$ cat config.mk
export PLATFORM = sky130hd
export DESIGN_NAME = slot_free_list_allocator_core
export DESIGN_NICKNAME = d
export VERILOG_FILES = /design/src/design/sfl_pkg.sv /design/src/design/sfl_ram.sv /design/src/design/slot_free_list_allocator_core.sv
export SDC_FILE = /design/constraint.sdc
export NUM_CORES = 1
export LEC_CHECK = 0
export BUFFER_PORTS_ARGS = -buffer_cell sky130_fd_sc_hd__buf_2
export CAP_MARGIN = 10
export CORE_MARGIN = 2
export CORE_UTILIZATION = 55
export DETAILED_ROUTE_END_ITERATION = 8
export GPL_TIMING_DRIVEN = 0
export PLACE_DENSITY = 0.71
export RECOVER_POWER = 100
export SLEW_MARGIN = 20
export SYNTH_ARGS = -nofsm -noshare
export SYNTH_HDL_FRONTEND = slang
export SYNTH_SLANG_ARGS = --single-unit
$ cat constraint.sdc
create_clock -name clock -period 3.7 [get_ports clock]
set_input_delay 0.555 -clock clock [delete_from_list [all_inputs] [get_ports clock]]
set_output_delay 0.555 -clock clock [all_outputs]
set_load 0.005 [all_outputs]
$ cat src/design/sfl_pkg.sv
`timescale 1ns / 1ps
// ----------------------------------------------------------------------------
// sfl_pkg
// shared types and constants for the slot free-list allocator
// ----------------------------------------------------------------------------
package sfl_pkg;

   localparam int POOL_SIZE = 64;
   localparam int ADDR_W    = $clog2(POOL_SIZE);
   localparam int LINK_W    = $clog2(POOL_SIZE + 1);
   localparam int INDEX_W   = 7;
   localparam int GRANT_W   = 6;
   localparam int STATUS_W  = 2;

   localparam logic [LINK_W-1:0] NULL_LINK = LINK_W'(POOL_SIZE);

   typedef enum logic [STATUS_W-1:0] {
      ST_OK           = 2'd0,
      ST_OUT_OF_SLOTS = 2'd1,
      ST_INVALID      = 2'd2
   } status_type;

   typedef enum logic {
      OP_ALLOC = 1'b0,
      OP_FREE  = 1'b1
   } op_type;

   // one word of the slot store
   typedef struct packed {
      logic              busy;
      logic [LINK_W-1:0] link;
   } entry_type;

   localparam int ENTRY_W = $bits(entry_type);

endpackage

$ cat src/design/sfl_ram.sv
`timescale 1ns / 1ps
// ----------------------------------------------------------------------------
// sfl_ram
// generic single-write, single-read memory with registered read data
// ----------------------------------------------------------------------------
module sfl_ram #(
   parameter int WIDTH = 8,
   parameter int DEPTH = 64
) (
   input  logic                     clock,
   input  logic                     wr_en,
   input  logic [$clog2(DEPTH)-1:0] wr_addr,
   input  logic [WIDTH-1:0]         wr_data,
   input  logic                     rd_en,
   input  logic [$clog2(DEPTH)-1:0] rd_addr,
   output logic [WIDTH-1:0]         rd_data
);

   logic [WIDTH-1:0] mem [DEPTH];
   logic [WIDTH-1:0] rd_data_ff;

   always_ff @(posedge clock) begin
      if (wr_en) begin
         mem[wr_addr] <= wr_data;
      end
      if (rd_en) begin
         rd_data_ff <= mem[rd_addr];
      end
   end

   assign rd_data = rd_data_ff;

endmodule

$ cat src/design/slot_free_list_allocator_core.sv
`timescale 1ns / 1ps
// ----------------------------------------------------------------------------
// slot_free_list_allocator_core
// free-list allocator for a fixed pool of slots held in one slot store
// ----------------------------------------------------------------------------
// usage:
//   request beat: drive req_type and req_slot_index and raise start; the beat
//   is taken at a rising edge where start is high and busy is low.
//   allocate (req_type 0) pops the head slot; free (req_type 1) pushes
//   req_slot_index back after checking range and busy state.
//   response beat: rsp_valid is high for exactly one cycle with rsp_status
//   and rsp_granted_slot; busy rises at the request edge and rsp_valid is
//   registered from busy. the receiver cannot hold responses off.
//   requests: no new request is taken while busy is high. the request edge
//   starts a synchronous read of the slot store entry; while busy is high,
//   the core modifies the entry, writes it back and moves the list head.
//   reset: synchronous, active high. after reset the free list is the chain
//   0,1,2,... with no slot in use; per-entry valid flags stand in for the
//   store contents until an entry is first written, so no clearing pass runs.
// ----------------------------------------------------------------------------
module slot_free_list_allocator_core
   import sfl_pkg::*;
(
   input  logic                clock,
   input  logic                reset,
   input  logic                start,
   output logic                busy,
   input  logic                req_type,
   input  logic [INDEX_W-1:0]  req_slot_index,
   output logic                rsp_valid,
   output logic [STATUS_W-1:0] rsp_status,
   output logic [GRANT_W-1:0]  rsp_granted_slot
);

   logic                busy_ff;
   op_type              op_ff;
   logic [ADDR_W-1:0]   addr_ff;
   logic                out_of_range_ff;
   logic [LINK_W-1:0]   head_ff, head_in;
   logic [POOL_SIZE-1:0] valid_ff, valid_in;
   logic                rsp_valid_ff;
   status_type          rsp_status_ff, rsp_status_in;
   logic [GRANT_W-1:0]  rsp_granted_ff, rsp_granted_in;

   logic                accept;
   logic [ADDR_W-1:0]   rd_addr;
   logic [ENTRY_W-1:0]  rd_data;
   entry_type           entry;
   logic                wr_en;
   entry_type           wr_entry;

   assign accept  = start && !busy_ff;
   assign rd_addr = (req_type == OP_FREE) ? req_slot_index[ADDR_W-1:0]
                                          : head_ff[ADDR_W-1:0];

   sfl_ram #(
      .WIDTH(ENTRY_W),
      .DEPTH(POOL_SIZE)
   ) u_store (
      .clock  (clock),
      .wr_en  (wr_en),
      .wr_addr(addr_ff),
      .wr_data(wr_entry),
      .rd_en  (accept),
      .rd_addr(rd_addr),
      .rd_data(rd_data)
   );

   // untouched entries read as their reset value: free, linked to the next
   always_comb begin
      if (valid_ff[addr_ff]) begin
         entry = entry_type'(rd_data);
      end else begin
         entry.busy = 1'b0;
         entry.link = LINK_W'(addr_ff) + LINK_W'(1);
      end
   end

   always_comb begin
      wr_en          = 1'b0;
      wr_entry       = '{busy: 1'b0, link: head_ff};
      head_in        = head_ff;
      valid_in       = valid_ff;
      rsp_status_in  = ST_OK;
      rsp_granted_in = '0;
      if (busy_ff) begin
         case (op_ff)
            OP_ALLOC: begin
               if (head_ff == NULL_LINK) begin
                  rsp_status_in = ST_OUT_OF_SLOTS;
               end else begin
                  wr_en          = 1'b1;
                  wr_entry       = '{busy: 1'b1, link: NULL_LINK};
                  head_in        = entry.link;
                  rsp_granted_in = GRANT_W'(addr_ff);
               end
            end
            OP_FREE: begin
               if (out_of_range_ff || !entry.busy) begin
                  rsp_status_in = ST_INVALID;
               end else begin
                  wr_en    = 1'b1;
                  wr_entry = '{busy: 1'b0, link: head_ff};
                  head_in  = LINK_W'(addr_ff);
               end
            end
            default: begin
               rsp_status_in = ST_INVALID;
            end
         endcase
         if (wr_en) begin
            valid_in[addr_ff] = 1'b1;
         end
      end
   end

   always_ff @(posedge clock) begin
      if (reset) begin
         busy_ff      <= 1'b0;
         head_ff      <= '0;
         valid_ff     <= '0;
         rsp_valid_ff <= 1'b0;
      end else begin
         busy_ff      <= accept;
         head_ff      <= head_in;
         valid_ff     <= valid_in;
         rsp_valid_ff <= busy_ff;
      end
   end

   always_ff @(posedge clock) begin
      if (accept) begin
         op_ff           <= op_type'(req_type);
         addr_ff         <= rd_addr;
         out_of_range_ff <= (req_type == OP_FREE) &&
                            (req_slot_index >= INDEX_W'(POOL_SIZE));
      end
      if (busy_ff) begin
         rsp_status_ff  <= rsp_status_in;
         rsp_granted_ff <= rsp_granted_in;
      end
   end

   assign busy             = busy_ff;
   assign rsp_valid        = rsp_valid_ff;
   assign rsp_status       = rsp_status_ff;
   assign rsp_granted_slot = rsp_granted_ff;

   a_single_beat_work: assert property (@(posedge clock) disable iff (reset)
      busy_ff |=> !busy_ff)
      else $error("busy held for more than one cycle");

   a_rsp_follows_work: assert property (@(posedge clock) disable iff (reset)
      rsp_valid_ff |-> $past(busy_ff))
      else $error("response beat without a request in progress");

   a_head_in_range: assert property (@(posedge clock) disable iff (reset)
      head_ff <= NULL_LINK)
      else $error("list head beyond the null link");

   a_empty_means_null: assert property (@(posedge clock) disable iff (reset)
      rsp_valid_ff && (rsp_status_ff == ST_OUT_OF_SLOTS) |-> head_ff == NULL_LINK)
      else $error("out-of-slots reported with a non-empty list");

endmodule
-- Word level (Yosys, flattened, before mapping)
Memory sizes are Yosys's and may differ from the RTL's. A register that Yosys moved wholly into a read port is not among the register bits.
Index checks and enable logic that the tools add are counted.
- add/sub/neg operators: 1
- order comparisons: 3
- equality and inequality tests: 3
- muxes and demuxes: 22
- bitwise operators: 2
- reductions and logical operators: 9
- operators by type and width (operator ; count):
    $or A64 B64 Y64 ; 1
    $mux W8 ; 3
    $pmux W8 S2 ; 1
    $mux W7 ; 2
    $pmux W7 S2 ; 1
    $mux W1 ; 9
    $add A6 B1 Y7 const B ; 1
    $eq A7 B7 Y1 const B ; 1
    $ge A7 B7 Y1 const B ; 1
    $lt A6 B7 Y1 const B ; 1
    $bmux W1 S6 ; 1
    $demux W1 S6 ; 1
    $ge A6 B1 Y1 const B ; 1
    $mux W6 ; 1
    $ne A2 B2 Y1 const B ; 2
    $pmux W2 S2 ; 1
    $logic_and A1 B1 Y1 ; 3
    $reduce_and A3 Y1 ; 1
    $logic_not A1 Y1 ; 2
    $mux W2 ; 1
    $pmux W1 S2 ; 1
    $reduce_and A2 Y1 ; 1
    $reduce_or A2 Y1 ; 1
    $logic_or A1 B1 Y1 ; 1
    $not A1 Y1 ; 1
- flip-flop bits (word level): 89
- RAM bits: 512
- word-level logic and storage cells: 50
- memories kept: 1
- memories (memory ; words ; width ; rd ports ; clocked after Yosys merged registers in ; wr ports ; RTL line ; RTL):
    u_store.mem ; 64 ; 8 ; 1 ; 1 ; 1 ; sfl_ram.sv:19 ; logic [WIDTH-1:0] mem [DEPTH];

-- Logic depth before layout (Yosys ltp)
- word-level depth: 11
- depth in mapped cells: 13
- depth with buffers taken out: 8

-- By module
From an unflattened synthesis, not the netlist that was laid out.
- cell total of the unflattened synthesis: 1369
- area, all modules: 24551.0 um^2
- by module, submodules not included (module ; instances ; cells each ; area an instance (um^2) ; sequential area each (um^2)):
    sfl_ram ; 1 ; 940 ; 20246.9 ; 15615.0
    slot_free_list_allocator_core ; 1 ; 429 ; 4304.1 ; 1941.9

-- Least setup slack after synthesis
OpenSTA, ideal clock, no wires.
- path type: reg2reg
- start point: reg op_ff
- end point: mem u_store.mem[13][0] (enable)
- library setup time: 0.383 ns
- data arrival time: 2.732 ns
- data required time: 3.317 ns
- path slack: 0.585 ns
- stages on the path, launching flop included: 9
- cell sequence: edfxtp_1 > clkbuf_1 > inv_1 > nand3_1 > inv_1 > a21oi_2 > buf_2 > buf_2 > nor3_1
- longest elaborated chain between the ends: 6
- ends and longest elaborated chain (item ; RTL line ; RTL):
    start: declaration ; slot_free_list_allocator_core.sv:36 ; op_type op_ff;
    start signal: assignment ; slot_free_list_allocator_core.sv:133 ; op_ff <= op_type'(req_type);
    $not A1 Y1 ; n/a ;
    $pmux W1 S2 * ; slot_free_list_allocator_core.sv:87 ; case (op_ff)
    $mux W1 * (2 in a row) ; slot_free_list_allocator_core.sv:86 ; if (busy_ff) begin
    $mux W1 * ; sfl_ram.sv:23 ; if (wr_en) begin
    $mux W1 (implied by the code) * ; sfl_ram.sv:24 ; mem[wr_addr] <= wr_data;
    end: declaration ; sfl_ram.sv:19 ;
Mark *: on every way between the ends. The rest lies on a longest branch, timed or not. The select of a mux whose other input is x is not followed.

-- Worst setup path after layout
- start point: reg addr_ff[0]
- end point: mem u_store.mem[16][0] (enable)
- longest elaborated chain between the ends: 11
- ends and longest elaborated chain (item ; RTL line ; RTL):
    start: declaration ; slot_free_list_allocator_core.sv:37 ; logic [ADDR_W-1:0] addr_ff;
    start signal: assignment ; slot_free_list_allocator_core.sv:134 ; addr_ff <= rd_addr;
    $bmux W1 S6 ; slot_free_list_allocator_core.sv:71 ; if (valid_ff[addr_ff]) begin
    $mux W1 (implied by the code) ; slot_free_list_allocator_core.sv:71 ;
    $mux W8 ; slot_free_list_allocator_core.sv:71 ;
    $logic_not A1 Y1 ; slot_free_list_allocator_core.sv:99 ; if (out_of_range_ff || !entry.busy) begin
    $logic_or A1 B1 Y1 ; slot_free_list_allocator_core.sv:99 ;
    $mux W1 ; slot_free_list_allocator_core.sv:99 ;
    $pmux W1 S2 ; slot_free_list_allocator_core.sv:87 ;
    $mux W1 (2 in a row) ; slot_free_list_allocator_core.sv:86 ;
    $mux W1 ; sfl_ram.sv:23 ;
    $mux W1 (implied by the code) ; sfl_ram.sv:24 ;
Parallel ways exist; a longest one is shown, timed or not. The select of a mux whose other input is x is not followed.

==> impl_metrics.ini <==
[worst_setup_path]
crit_path_cell_trace = buf_6 -> buf_2 -> mux2i_1 -> o22ai_1 -> o21bai_1 -> and4_1 -> nand2_2 -> a21oi_4 -> buf_2 -> buf_2 -> nor3_2
slowest_stage = buf_2
worstRegToRegCells = 11
crit_path_end_kind = register
crit_buf_inv = 4
startpoint_type = register
cp.depth = 11
critPathLaunch = addr_ff[0]
cpLargestDelayFamily = buffers and inverters
crit_fanout = 10
reg2reg_from = addr_ff[0]
crit_arrival_ns = 4.12
r2r_end = u_store.mem[16][0]
critical_path_class = reg -> reg
critPathMaxStageDelay_ns = 0.52
rrSetupSlack_ns = -0.13
cp.required_ns = 3.99
crit_end = u_store.mem[16][0]
cp_common_cell = buf_2

[logic_synthesis]
yosysWarnings = 0
ys_ff_latch = 609
syn-num-nets = 1995
synth_cell_types = 59
yosys.area.top_type = edfxtp_1
synth_ff_type = edfxtp_1
synthesis.area_sq_mm = 0.02512
avgSynthCellArea_sq_um = 12.67
synthCells = 1983
synthArstFlopShare_pct = 0
netlist.area_leader.share_pct = 64.08
ys_seq_area_share_pct = 69.89
synth_edf_count = 536
synth.area.top_cells = edfxtp_1, nand2_1, dfxtp_1, nand3_1, mux2i_1

[sta]
rsz0062_at_grt = yes
layout_setup_ws_ns = -0.1272
slew_viol_final = 0
slew-limit-headroom_pct = 14.23
finalHoldViolCount = 0
hold_ws_ns = 0.1515
fin_skew_ns = 0.02084
worstMarginPinSlew_ns = 1.286
fin_crit_ns = 3.827
finalSetupTns_ns = -20.91
fmax_mhz = 261.3
post-route-period-util_pct = 103.4
finalSetupViolations = 369

[power_and_ir_drop]
p_switching_uw = 3437
internal-power_uw = 11210
p_seq_share_pct = 51.4
peakVddDrop_mv = 0.4701
p_leak_uw = 0.009603
sw_frac_of_total_pct = 23.46
combPwrFrac_pct = 8.8
clkPwrFrac_pct = 39.8
powerDensity_mw_per_mm2 = 514.8

[die]
die_w_um = 217.7
die-area_sq_mm = 0.04740
initial_core_util_pct = 55.59
core_area_sq_mm = 0.04519
die_y_um = 217.7
rows = 78
io_pins = 21

[place]
place_congestion = 0.8953
placed_cells = 2608
dpl.hpwl_um = 42800
dp_slack_ns = -0.5086
io_buffers = 19

[route]
viasPerCell = 6.288
ant_nets = 0
drc = 0
firstDrtPassIters = 6
routedWlPerCell_um = 24.26
totalWireLength_um = 65820
num_vias = 17060
drt_iter0_drc = 2202

[clock_network]
clkTransAtPathRegs_ns = 0.06
htree_levels = 2
cts_tree = built
postCtsSetupBuffers = 0
cts_made_buffers = 58
cts.sinks = 609
clock_latency_ns = 0.63
cts_root_buf = clkbuf_16
ctsHoldBuffers = 0
cts.path.max_buffers = 3

[global_route]
antenna_found_initial = 1
grt_pass1_wl_um = 97790
grt_max_degree = 67
gr-usage-all-layers_pct = 27.84
grt_pass1_vias = 16470
grt_remaining_overflow = 0

[job]
maxCapViolCount = 0

[final_layout]
nets = 2080
fin_util_pct = 62.98
final_cells = 2713
drive_above_1_share_pct = 12.54
area_delta_synth_final_pct = 13.29
n_antenna_cell = 0

[status]
status = finished, violations left
violations = negative setup slack

[hold_path]
hold_path.class = in -> reg
==> kinds of logic after synthesis <==
group,synth area share [%]
DFF,69.89
adders and majority gates,0.04980
buffers and inverters,3.945
muxes,4.094
AOI/OAI and AO/OA,6.819
and+or+nand+nor,15.20
==> Yosys cell counts (4+ instances only) <==
master,number
buf_4,5
or2_2,5
a22oi_1,5
edfxtp_1,536
nor2b_1,12
buf_2,52
nor2_1,6
inv_1,68
nand2b_1,6
nor3_1,68
or3_1,8
o211ai_1,5
a21oi_1,17
and3_1,57
dfxtp_1,73
nand3_1,184
o22ai_1,4
mux4_2,18
buf_1,27
clkbuf_1,70
o311a_1,8
nand2_1,475
a31oi_1,34
a311oi_1,56
mux2i_1,60
a22o_1,5
and2_1,9
o32ai_1,64
==> power by group through the flow <==
stage,combinational [uW],clock (uW),sequential [uW]
finish,1290,5830,7530
global route,1370,6120,7520
CTS,1250,5870,7520
detailed placement,1230,0,7670
global placement,1180,0,7680
floorplan,771,0,7660
==> final cells by class <==
cell class                      count  area, sq um
Buffer                            159        723.2
Clock buffer                       76         1582
Clock inverter                     29        272.8
Fill cell                        3288        16730
Inverter                           72        272.8
Multi-Input combinational cell   1143         7076
Sequential cell                   609        17560
Tap cell                          600        750.7
Timing Repair Buffer               25        225.2
==> repair_timing <==
item,in CTS,in global routing
pin swaps,0,0
endpoints found under the setup margin,440,492
resized for setup,45,27
==> per-layer routing <==
metal	part of all wire [%]	vias up	wire length (um)	track usage (%)
li1	-	7536	-	-
met1	39	8393	25670	37.48
met2	48	988	31290	44.12
met3	9.9	141	6507	6.165
met4	3.6	2	2339	11.60
met5	0.014	-	9	0
==> state kept, by name, summed over array words and instances, names as in the netlist <==
register / flops
u_store.mem: 512
valid_ff: 64
u_store.rd_data: 8
head_ff: 7
addr_ff: 6
rsp_granted_slot: 6
rsp_status: 2
busy: 1
op_ff: 1
out_of_range_ff: 1
rsp_valid: 1
==> worst register-to-register path, cell delays in order, from the launching register on <==
cell and delay [ns]:
edfxtp_1 0.42, buf_6 0.17, buf_2 0.33, mux2i_1 0.29
o22ai_1 0.11, o21bai_1 0.26, and4_1 0.36, nand2_2 0.16
a21oi_4 0.32, buf_2 0.29, buf_2 0.52, nor3_2 0.25
==> worst min path at each step <==
stage	start	endpoint	cells after the start
finish	req_type	op_ff	1
global route	req_type	op_ff	1
CTS	req_type	op_ff	1
detailed placement	valid_ff[8]	valid_ff[8]	2
global placement	valid_ff[38]	valid_ff[38]	2
floorplan	valid_ff[4]	valid_ff[4]	2
==> per-stage QoR <==
stage | instance area, sq um | total power [uW]
3_3_place_gp | 25960 | 8856
5_1_grt | 28460 | 15020
6_report | 28460 | 14650
4_1_cts | 28330 | 14640
2_1_floorplan | 25120 | 8434
3_5_place_dp | 26240 | 8900
==> cell usage in the layout (no fill, tap or decap), drive strengths merged, types with 8 or more instances in the layout <==
cell / instances
buf: 109
dfxtp: 73
o311a: 8
nand3: 184
a21oi: 19
inv: 70
and3: 57
nor2b: 12
nand2: 476
clkbuf: 151
a311oi: 56
clkinv: 26
o32ai: 64
and2: 9
mux4: 18
or3: 8
mux2i: 61
nor3: 68
a31oi: 34
edfxtp: 536
(Power assumes the default switching activity.)
